<file path="config.mk">
export PLATFORM = sky130hd
export DESIGN_NAME = command_line_tokenizer_unit
export DESIGN_NICKNAME = d
export VERILOG_FILES = /design/src/rtl/core/cltok_pkg.sv /design/src/rtl/core/command_line_tokenizer_unit.sv /design/src/rtl/core/cltok_decide.sv
export VERILOG_INCLUDE_DIRS = /design/src /design/src/rtl/core
export SDC_FILE = /design/constraint.sdc
export NUM_CORES = 1
export LEC_CHECK = 0
export BUFFER_PORTS_ARGS = -buffer_cell sky130_fd_sc_hd__buf_4
export CORE_UTILIZATION = 50
export DETAILED_ROUTE_END_ITERATION = 10
export GPL_TIMING_DRIVEN = 0
export PLACE_DENSITY = 0.73
export SETUP_SLACK_MARGIN = 0.4
export SLEW_MARGIN = 15
export SYNTH_ARGS = -nofsm -noshare
export SYNTH_HDL_FRONTEND = slang
export SYNTH_SLANG_ARGS = --single-unit
</file>
<file path="constraint.sdc">
create_clock -name clk -period 6.8 [get_ports clk]
set_input_delay 1.36 -clock clk [delete_from_list [all_inputs] [get_ports clk]]
set_output_delay 1.36 -clock clk [all_outputs]
set_load 0.03 [all_outputs]
</file>
<file path="src/rtl/core/command_line_tokenizer_unit_defines.svh">
// ----------------------------------------------------------------------------
// Command line tokenizer assertion macros
// Concurrent checks sampled on clk and held off while rst_n is low.
// ----------------------------------------------------------------------------
`ifndef COMMAND_LINE_TOKENIZER_UNIT_DEFINES_SVH
`define COMMAND_LINE_TOKENIZER_UNIT_DEFINES_SVH

// Hold a condition at every edge.
`define CLTOK_ASSERT_ALWAYS(label, expr) \
    label: assert property (@(posedge clk) disable iff (!rst_n) (expr)) \
        else $error("cltok check failed");

// Require a consequent in the same cycle.
`define CLTOK_ASSERT_IMPLIES(label, ante, cons) \
    label: assert property (@(posedge clk) disable iff (!rst_n) (ante) |-> (cons)) \
        else $error("cltok check failed");

// Require a consequent in the next cycle.
`define CLTOK_ASSERT_NEXT(label, ante, cons) \
    label: assert property (@(posedge clk) disable iff (!rst_n) (ante) |=> (cons)) \
        else $error("cltok check failed");

`endif

</file>
<file path="src/rtl/core/cltok_pkg.sv">
// ----------------------------------------------------------------------------
// Command line tokenizer package
// Sizes, character and result codes, and the beat and state types.
// ----------------------------------------------------------------------------
`default_nettype none

package cltok_pkg;

    localparam int MAX_ARGUMENTS = 32;
    localparam int TOKEN_BUFFER  = 128;

    localparam int ARG_W     = $clog2(MAX_ARGUMENTS);
    localparam int TOK_W     = $clog2(TOKEN_BUFFER);
    localparam int RES_SLOTS = 6;
    localparam int SLOT_W    = $clog2(RES_SLOTS);

    localparam logic [ARG_W-1:0] ARG_LIMIT = ARG_W'(MAX_ARGUMENTS - 1);
    localparam logic [TOK_W-1:0] TOK_LIMIT = TOK_W'(TOKEN_BUFFER - 1);

    localparam logic [1:0] KIND_BYTE = 2'd0;
    localparam logic [1:0] KIND_END  = 2'd1;
    localparam logic [1:0] KIND_LINE = 2'd2;

    localparam logic [7:0] CH_SPACE  = 8'h20;
    localparam logic [7:0] CH_SEMI   = 8'h3B;
    localparam logic [7:0] CH_AMP    = 8'h26;
    localparam logic [7:0] CH_PIPE   = 8'h7C;
    localparam logic [7:0] CH_BSLASH = 8'h5C;
    localparam logic [7:0] CH_SQUOTE = 8'h27;
    localparam logic [7:0] CH_DQUOTE = 8'h22;

    typedef struct packed {
        logic [7:0] line_byte;
        logic       line_last;
    } cmd_beat_t;

    typedef struct packed {
        logic [1:0] item_kind;
        logic [7:0] arg_byte;
        logic [4:0] arg_number;
        logic       truncated;
        logic       run_last;
    } tok_beat_t;

    typedef struct packed {
        logic       valid;
        tok_beat_t  beat;
    } res_slot_t;

    typedef struct packed {
        logic [7:0]       held_byte;
        logic             held_valid;
        logic [7:0]       previous_byte;
        logic             in_single_quote;
        logic             in_double_quote;
        logic             escape_pending;
        logic             pending_split;
        logic             split_next;
        logic [TOK_W-1:0] token_length;
        logic [ARG_W-1:0] arg_count;
        logic             stopped;
        logic             token_dropped;
    } tok_state_t;

endpackage

`default_nettype wire

</file>
<file path="src/rtl/core/command_line_tokenizer_unit.sv">
// ----------------------------------------------------------------------------
// Command line tokenizer
// Takes one command-line byte per beat on cmd, the final byte of a line
// flagged, and returns argument bytes, argument-end and line-end beats on tok.
// Each byte is settled when the byte after it arrives, so a beat's results
// cover the byte held from the previous beat and, on the final byte, the
// rest of the line. All results of a beat are worked out in the cycle the
// beat is taken and land in a six-entry result register that drains one
// beat per cycle while tok_ready is high. A new cmd beat is taken once at
// most one result is left and that one is leaving, so every result beyond
// the first that a byte causes holds off the next byte; the rate is set by
// the single tok beat per cycle out of the result register.
// ----------------------------------------------------------------------------
`default_nettype none

`include "command_line_tokenizer_unit_defines.svh"

module command_line_tokenizer_unit (
    input  logic                  clk,
    input  logic                  rst_n,
    input  logic                  cmd_valid,
    output logic                  cmd_ready,
    input  cltok_pkg::cmd_beat_t  cmd_data,
    output logic                  tok_valid,
    input  logic                  tok_ready,
    output cltok_pkg::tok_beat_t  tok_data
);
    import cltok_pkg::*;

    tok_state_t             state_reg;
    tok_state_t             state_next;
    res_slot_t              slot_next [RES_SLOTS];
    tok_beat_t              slot_reg  [RES_SLOTS];
    logic [RES_SLOTS-1:0]   mask_reg;
    logic [RES_SLOTS-1:0]   mask_next;
    logic [RES_SLOTS-1:0]   new_mask;

    tok_state_t             s_a;
    tok_state_t             s_1;
    tok_state_t             s_b;
    res_slot_t              a_close;
    res_slot_t              a_add;
    res_slot_t              b_close;
    res_slot_t              b_add;
    logic                   a_consumed;
    logic                   b_consumed;
    logic                   en_a;
    logic                   en_b;
    logic                   last;
    logic                   fin_close;
    logic [ARG_W-1:0]       count_end;

    logic                   accept;
    logic                   tok_done;
    logic                   single;
    logic [SLOT_W-1:0]      sel_idx;

    assign accept = cmd_valid && cmd_ready;
    assign last   = cmd_data.line_last;
    assign en_a   = state_reg.held_valid && !state_reg.escape_pending;

    cltok_decide u_decide_held (
        .enable    (en_a),
        .state_in  (state_reg),
        .cur_char  (state_reg.held_byte),
        .has_next  (1'b1),
        .next_char (cmd_data.line_byte),
        .state_out (s_a),
        .close_res (a_close),
        .add_res   (a_add),
        .consumed  (a_consumed)
    );

    always_comb
    begin
        s_1 = s_a;
        if (!state_reg.stopped && state_reg.held_valid && state_reg.escape_pending)
        begin
            s_1.escape_pending = 1'b0;
        end
        if (a_consumed)
        begin
            s_1.escape_pending = 1'b1;
        end
    end

    assign en_b = last && !s_1.escape_pending;

    cltok_decide u_decide_last (
        .enable    (en_b),
        .state_in  (s_1),
        .cur_char  (cmd_data.line_byte),
        .has_next  (1'b0),
        .next_char (8'h00),
        .state_out (s_b),
        .close_res (b_close),
        .add_res   (b_add),
        .consumed  (b_consumed)
    );

    assign fin_close = last && !s_b.stopped && (s_b.token_length != '0 || s_b.token_dropped);
    assign count_end = s_b.arg_count + ARG_W'(fin_close);

    always_comb
    begin
        slot_next[0] = a_close;
        slot_next[1] = a_add;
        slot_next[2] = b_close;
        slot_next[3] = b_add;

        slot_next[4]                 = '0;
        slot_next[4].valid           = fin_close;
        slot_next[4].beat.item_kind  = KIND_END;
        slot_next[4].beat.arg_number = 5'(s_b.arg_count);
        slot_next[4].beat.truncated  = s_b.token_dropped;

        slot_next[5]                 = '0;
        slot_next[5].valid           = last;
        slot_next[5].beat.item_kind  = KIND_LINE;
        slot_next[5].beat.arg_number = 5'(count_end);
        slot_next[5].beat.truncated  = s_b.stopped;

        for (int i = 0; i < RES_SLOTS; i++)
        begin
            new_mask[i] = slot_next[i].valid;
        end

        if (last)
        begin
            state_next = '0;
        end
        else
        begin
            state_next            = s_1;
            state_next.held_byte  = cmd_data.line_byte;
            state_next.held_valid = 1'b1;
        end
    end

    // Output side: lowest pending slot goes first.
    always_comb
    begin
        sel_idx = '0;
        for (int i = RES_SLOTS - 1; i >= 0; i--)
        begin
            if (mask_reg[i])
            begin
                sel_idx = SLOT_W'(i);
            end
        end
        single            = (mask_reg & (mask_reg - RES_SLOTS'(1))) == '0;
        tok_valid         = mask_reg != '0;
        tok_data          = slot_reg[sel_idx];
        tok_data.run_last = single;
        tok_done          = tok_valid && tok_ready;
        cmd_ready         = !tok_valid || (single && tok_ready);

        if (accept)
        begin
            mask_next = new_mask;
        end
        else if (tok_done)
        begin
            mask_next = mask_reg & ~(RES_SLOTS'(1) << sel_idx);
        end
        else
        begin
            mask_next = mask_reg;
        end
    end

    always_ff @(posedge clk or negedge rst_n)
    begin
        if (!rst_n)
        begin
            state_reg <= '0;
            mask_reg  <= '0;
        end
        else
        begin
            mask_reg <= mask_next;
            if (accept)
            begin
                state_reg <= state_next;
            end
        end
    end

    always_ff @(posedge clk)
    begin
        if (accept)
        begin
            for (int i = 0; i < RES_SLOTS; i++)
            begin
                slot_reg[i] <= slot_next[i].beat;
            end
        end
    end

    `CLTOK_ASSERT_ALWAYS(a_arg_bound, state_reg.arg_count <= ARG_LIMIT)
    `CLTOK_ASSERT_ALWAYS(a_tok_bound, state_reg.token_length <= TOK_LIMIT)
    `CLTOK_ASSERT_ALWAYS(a_end_no_lookahead, !b_consumed)
    `CLTOK_ASSERT_IMPLIES(a_line_end_last, tok_valid && tok_data.item_kind == KIND_LINE, tok_data.run_last)
    `CLTOK_ASSERT_NEXT(a_line_clear, accept && cmd_data.line_last, !state_reg.held_valid && state_reg.arg_count == '0)

endmodule

`default_nettype wire

</file>
<file path="src/rtl/core/cltok_decide.sv">
// ----------------------------------------------------------------------------
// Command line tokenizer character decision
// Settles one character against its lookahead: quoting, escapes, splits,
// argument close and byte append, with the state that follows.
// ----------------------------------------------------------------------------
`default_nettype none

module cltok_decide (
    input  logic                   enable,
    input  cltok_pkg::tok_state_t  state_in,
    input  logic [7:0]             cur_char,
    input  logic                   has_next,
    input  logic [7:0]             next_char,
    output cltok_pkg::tok_state_t  state_out,
    output cltok_pkg::res_slot_t   close_res,
    output cltok_pkg::res_slot_t   add_res,
    output logic                   consumed
);
    import cltok_pkg::*;

    tok_state_t st;
    logic       split;
    logic       do_add;
    logic [7:0] add_char;

    always_comb
    begin
        st        = state_in;
        close_res = '0;
        add_res   = '0;
        consumed  = 1'b0;
        split     = 1'b0;
        do_add    = 1'b0;
        add_char  = cur_char;
        if (enable && !state_in.stopped)
        begin
            if (st.split_next)
            begin
                st.pending_split = 1'b1;
            end
            st.split_next = 1'b0;
            priority if (cur_char == CH_BSLASH)
            begin
                if (has_next)
                begin
                    do_add           = 1'b1;
                    add_char         = next_char;
                    consumed         = 1'b1;
                    st.previous_byte = next_char;
                end
                else
                begin
                    st.previous_byte = cur_char;
                end
            end
            else if (cur_char == CH_SQUOTE && !st.in_double_quote)
            begin
                st.in_single_quote = !st.in_single_quote;
                st.previous_byte   = cur_char;
            end
            else if (cur_char == CH_DQUOTE && !st.in_single_quote)
            begin
                st.in_double_quote = !st.in_double_quote;
                st.previous_byte   = cur_char;
            end
            else
            begin
                if (!st.in_single_quote && !st.in_double_quote)
                begin
                    if (cur_char == CH_SPACE)
                    begin
                        st.pending_split = 1'b1;
                    end
                    else if (cur_char == CH_SEMI)
                    begin
                        st.pending_split = 1'b1;
                        st.split_next    = 1'b1;
                    end
                    else if (cur_char == CH_AMP || cur_char == CH_PIPE)
                    begin
                        if (st.previous_byte == cur_char)
                        begin
                            st.split_next = 1'b1;
                        end
                        else if (has_next && next_char == cur_char)
                        begin
                            st.pending_split = 1'b1;
                        end
                    end
                end
                split            = st.pending_split;
                st.pending_split = 1'b0;
                if (split && (st.token_length != '0 || st.token_dropped))
                begin
                    close_res.valid           = 1'b1;
                    close_res.beat.item_kind  = KIND_END;
                    close_res.beat.arg_number = 5'(st.arg_count);
                    close_res.beat.truncated  = st.token_dropped;
                    st.arg_count              = st.arg_count + ARG_W'(1);
                    st.token_length           = '0;
                    st.token_dropped          = 1'b0;
                    if (st.arg_count >= ARG_LIMIT)
                    begin
                        st.stopped = 1'b1;
                    end
                end
                if (!st.stopped)
                begin
                    st.previous_byte = cur_char;
                end
                do_add = !st.stopped && !(split && cur_char == CH_SPACE);
            end
            if (do_add)
            begin
                if (st.token_length < TOK_LIMIT)
                begin
                    add_res.valid           = 1'b1;
                    add_res.beat.item_kind  = KIND_BYTE;
                    add_res.beat.arg_byte   = add_char;
                    add_res.beat.arg_number = 5'(st.arg_count);
                    st.token_length         = st.token_length + TOK_W'(1);
                end
                else
                begin
                    st.token_dropped = 1'b1;
                end
            end
        end
        state_out = st;
    end

endmodule

`default_nettype wire

</file>
-- Yosys cells after proc, flatten, opt, wreduce, memory -nomap -nowiden
Memory sizes are Yosys's and may differ from the RTL's.
Index checks and enable logic that the tools add are counted.
- memory bits (writable): 96
- input bits: 13
- output and inout port bits: 19
- word-level logic and storage cells: 207
- bits in read-only memories: 0
- memories: 1
- latch bits: 0
- register bits: 42
- memory list (name ; depth ; width ; rd ports ; clocked after Yosys merged registers in ; write ports ; line ; source):
    slot_reg ; 6 ; 16 ; 1 ; 0 ; 6 ; command_line_tokenizer_unit.sv:33 ; tok_beat_t slot_reg [RES_SLOTS];
- multiplexer cells: 113
- bitwise operators: 3
- equal/unequal tests: 17
- shifts and indexed selects: 1
- $lt $le $gt $ge: 4
- multiply operators: 0
- add/subtract/negate cells: 6
- div/mod/pow operators: 0
- reductions and logical operators: 49
- operators with widths (kind ; number):
    2-to-1 mux 14 bit ; 15
    2-to-1 mux 16 bit ; 11
    == test 8 x 6 -> 1 bit (second input constant) ; 10
    2-to-1 mux 6 bit ; 12
    2-to-1 mux 3 bit ; 16
    2-to-1 mux 8 bit ; 5
    2-to-1 mux 36 bit ; 1
    2-to-1 mux 1 bit ; 34
    == test 8 x 7 -> 1 bit (second input constant) ; 4
    2-to-1 mux 2 bit ; 14
    2-to-1 mux 7 bit ; 4
    == test 8 bit ; 3
    logical AND 1 bit ; 23
    nonzero test 7 bit ; 3
    adder 7 x 1 -> 7 bit (second input constant) ; 2
    zero test 1 bit ; 14
    < comparator 7 bit (second input constant) ; 2
    bitwise AND 6 bit ; 2
    adder 5 x 1 -> 5 bit (second input constant) ; 2
    >= comparator 5 bit (second input constant) ; 2
    2-to-1 mux 10 bit ; 1
    zero test 6 bit ; 1
    logical OR 1 bit ; 6
    NOT 6 bit ; 1
    5 further kinds ; 5

-- Depth between registers and ports, before layout
- depth after elaboration: 51
- depth in mapped cells: 27
- depth with buffers taken out: 23

-- Hierarchy
From an unflattened synthesis, not the netlist that was laid out.
- cell total of the unflattened synthesis: 827
- area, all modules: 8264.2 um^2
- modules (own cells, without submodules) (module ; area each (um^2) ; times used ; cells an instance ; seq. area each (um^2)):
    command_line_tokenizer_unit ; 5157.4 ; 1 ; 341 ; 3333.2
    cltok_decide (u_decide_held) ; 1569.0 ; 1 ; 245 ; 0.0
    cltok_decide (u_decide_last) ; 1537.7 ; 1 ; 241 ; 0.0

-- Worst setup path after synthesis
OpenSTA, ideal clock, no wires.
- path kind: input -> register
- from: in cmd_data[3] in the netlist's numbering
- to: mem slot_reg[5][5] in the netlist's numbering, data pin
- required time: 6.537 ns
- setup time: 0.263 ns
- cell stages on the path: 25
- arrival time: 5.920 ns
- setup slack: 0.617 ns
- buffers on the path: 3
- cells stage by stage: clkbuf_1 xor2_1 nor4_1 nand4_1 o21ai_2 clkbuf_1 nand2_1 and2_1 ha_1 and3_1 a21boi_0 xor2_1 o31ai_1 a31o_2 buf_2 or2_1 inv_1 xnor2_1 ha_1 ha_1 nor2b_1 o2111ai_1 nor3_1 a311oi_1 xnor2_1
- RTL lines (item ; line ; source):
    start: declaration ; command_line_tokenizer_unit.sv:23 ; input cltok_pkg::cmd_beat_t cmd_data,
    end: declaration ; command_line_tokenizer_unit.sv:33 ;

==> impl_results.md <==
* Status: finished, violations left
* Failing checks: design-rule violations
* Post-Syn Nets at a little under 700
* Row count at 39
* Vias in the first global route at 5104
* Fmax at between 150 and 200 MHz
* Compound-cell area share of the yosys netlist at 19.9%
* Worst Path Buf+Inv at 3
* Setup CP Type: input pin to register
* Remaining DRCs at 3
* HPWL Detailed at 12.1 mm
* Gpl congestion at 0.938
* Global-route wire length before repair at 27.2 mm
* Worst Setup End Kind: register
* Initial DRC Count at 626
* Worst slew pin tran at 0.846 ns
* TritonCTS clock tree: done
* Worst hold path type: register to register
* WL/cell at 19.7 microns
* Global Route Usage Sum at 28.0%
* DRT antenna net count at 0
* Max FO, Critical Path at 10
* P per Cell Area at 404 nW/um^2
* Non-filler instance count after layout at 859
* Hold Vio Cnt, Final at 0
* Initial core utilization at 52.3%
* Worst Path Required at 6.90 ns
* CTS HTree Levels at 3
* Seq/Total Area, Yosys at 43.0%
* Setup crit start kind: input pin
* Slew Limit Fails at 0
* Fin nets at between 700 and 800
* Share of layout cells above drive strength 1 at 13.3%
* Slowest stage cell on the critical path: nor4_1
* Design area at 6840 sq um
* XOR/XNOR Fraction of Synth Area at under 10%
* DR pass1 iterations at 9
* CP arrival at 6.22 ns
* Final min period at 6.11 ns
* Cell taking the most area after synthesis: edfxtp_1
* CTS buffer count at 9
* Mapped Avg Cell Area at 9.06 sq um
* Proportion of synthesized area in mux cells at 3.62%
* Top-count cell post-synth: nand2_1
* Clock root buffer: clkbuf_16
* Mapped Area at 6080 sq um
* Setup TNS Final at 0 ns
* Relative slew margins at between 40% and 50%
* Pre-CTS WS at -0.867 ns
* Die area at 12600 sq um
* Setup violators final at 0
* Max-Cap Viols at 0
* Peak VDD IR at just over 0.2 mV
* Cell leakage power at between 2 and 3 nW
* Synth Warn # at 0
* Chip Width at around 110 microns
* Top Ports at 32
* Yosys top cell area share at 25.7%
* Largest family of logic cells by synthesized area: simple AND/OR/NAND/NOR gates
* Skew final at 0.00998 ns
* Unrepaired setup endpoints after global routing: false
* Area growth, synth to finish at 12.6%
* Register bit count reported by yosys at 94
* Post-Synth Simple-Gate Area at 21.4%
* Final WS setup at 0.687 ns
* Number of flip-flops in the largest register at 52
* Commonest cells in the netlist: nand2_1, nor2_1, edfxtp_1
* Port buffer count at 26
* Crit path cell chain: clkbuf_2 > xor2_1 > nor4_1 > nand4_1 > o21ai_4 > clkbuf_4 > nand2_1 > and2_1 > ha_2 > and3_1 > a21boi_0 > xor2_1 > o31ai_4 > a31o_4 > clkbuf_4 > o21ai_0 > a21oi_2 > ha_2 > ha_4 > nor2b_2 > o2111ai_1 > nor3_1 > a311oi_2 > xnor2_1
* EDFF count, synth at between 50 and 60
* CTS Sinks at 94
* CTS Hold Buffers Added at 0
* CP max stage delay at 0.32 ns
* Count of cell types in the netlist at 78
* Worst skew pair latency at 0.36 ns
* Core Util, Final at between 50% and 60%
* Die Ht at 112 microns
* Synth area leaders: edfxtp_1, dfrtp_1, nand2_1
* CTS max path bufs at 2
* Primary FF master, synth: edfxtp_1
* Core Footprint at 11600 sq um
* Routed via count at 5443
* Pin count of the biggest net entering global routing at 62
* GRT Residual Overflow at 0
* Power Total at 2.77 mW
* # diodes at 0
* Initial antenna violation count at 0
* Via-per-instance ratio at 6.34
* Clk pin slew, worst setup/hold paths at 0.07 ns
* Post-synthesis instance total at 671
* Ys async rst share at 44.7%
* Period utilization at approximately nine tenths
* Synth Area in Adders at 1.44%
* CP top delay family: simple AND/OR/NAND/NOR gates
* DP Cell Count at 840
* Hold_ws at roughly 0.51 ns
* DP Area at between 6000 and 7000 sq um
* Drt total wl at approximately 17 mm
-- worst reg2reg max path: cells and delay by family (launching register included) --
| kind | cells | cell delay, ns |
|---|---|---|
| fa+ha+maj | 3 | 0.67 |
| buf+inv | 6 | 1.12 |
| simple gates | 8 | 2.15 |
| xor+xnor | 2 | 0.38 |
| compound gates | 5 | 1.02 |
| flops | 1 | 0.32 |
-- placed cells by master, fill, tap and decap left out, types with 5 or more instances in the layout --
| master | count |
|---|---|
| nor4_1 | 7 |
| dfrtp_1 | 42 |
| o21ai_2 | 5 |
| buf_4 | 30 |
| o31ai_1 | 14 |
| clkbuf_16 | 9 |
| or3_1 | 7 |
| nand2_1 | 75 |
| and3_1 | 19 |
| nand4_1 | 6 |
| o211ai_1 | 5 |
| buf_2 | 8 |
| mux2i_1 | 22 |
| o21a_1 | 6 |
| inv_1 | 17 |
| a22o_1 | 5 |
| clkbuf_1 | 28 |
| xor2_1 | 14 |
| edfxtp_1 | 52 |
| nor2_1 | 63 |
| nand3_1 | 18 |
| nor2b_1 | 5 |
| xnor2_1 | 24 |
| and2_1 | 18 |
| a21oi_1 | 48 |
| o22ai_1 | 6 |
| a211oi_1 | 5 |
| nor3_1 | 12 |
| o21ai_0 | 39 |
-- path summary, 6_finish.rpt --
kind / from / endpoint / slack, ns / depth (start not counted)
max reg2reg: state_reg[29] / slot_reg[5][5] / 0.90 / 24
max in group asynchronous: rst_n / state_reg[9] / 5.41 / 1
max: cmd_data[2] / slot_reg[5][5] / 0.69 / 24
min reg2reg: state_reg[15] / state_reg[15] / 0.51 / 2
min in group asynchronous: rst_n / state_reg[24] / 0.99 / 1
min: state_reg[15] / state_reg[15] / 0.51 / 2
-- report_power, final --
part	switching, mW	total [mW]	internal [mW]
clock network	0.234	0.483	0.249
logic	0.920	1.41	0.491
registers	0.0848	0.873	0.788
total	1.24	2.77	1.53
-- cell families (layout without fill, tap and decap cells) --
kind of cell | Yosys count | after routing
buffers and inverters | 69 | 114
AO/OA/AOI/OAI | 184 | 184
adder cells (fa/ha/maj) | 7 | 7
XOR/XNOR | 39 | 39
AND/OR/NAND/NOR | 256 | 256
multiplexers | 22 | 22
flip-flops | 94 | 94
-- area by class of cell --
class                   instances  area, sq um
plain buffers                  50          251
clock buffers                   9          225
clock inverters                 7         47.5
fillers                      1020         4770
inverters                      19         71.3
multi-input cells             508         3240
flip-flops and latches         94         2610
well taps                     143          179
repair buffers                 29          218
-- per-layer routing --
metal / part of all wire (%) / vias to the layer above / global-route usage (%)
li1: - / 2547 / -
met1: 45 / 2661 / 39.4
met2: 46 / 212 / 43.9
met3: 7.3 / 23 / 5.45
met4: 1.5 / 0 / 8.80
met5: 0 / - / 0
-- repair_timing --
item | CTS | global route
gates resized for setup | 8 | 20
pin swaps | 2 | 6
setup buffers | 2 | 1
endpoints found under the setup margin | 14 | 1
Note: power is estimated with default switching activity, not from simulation.
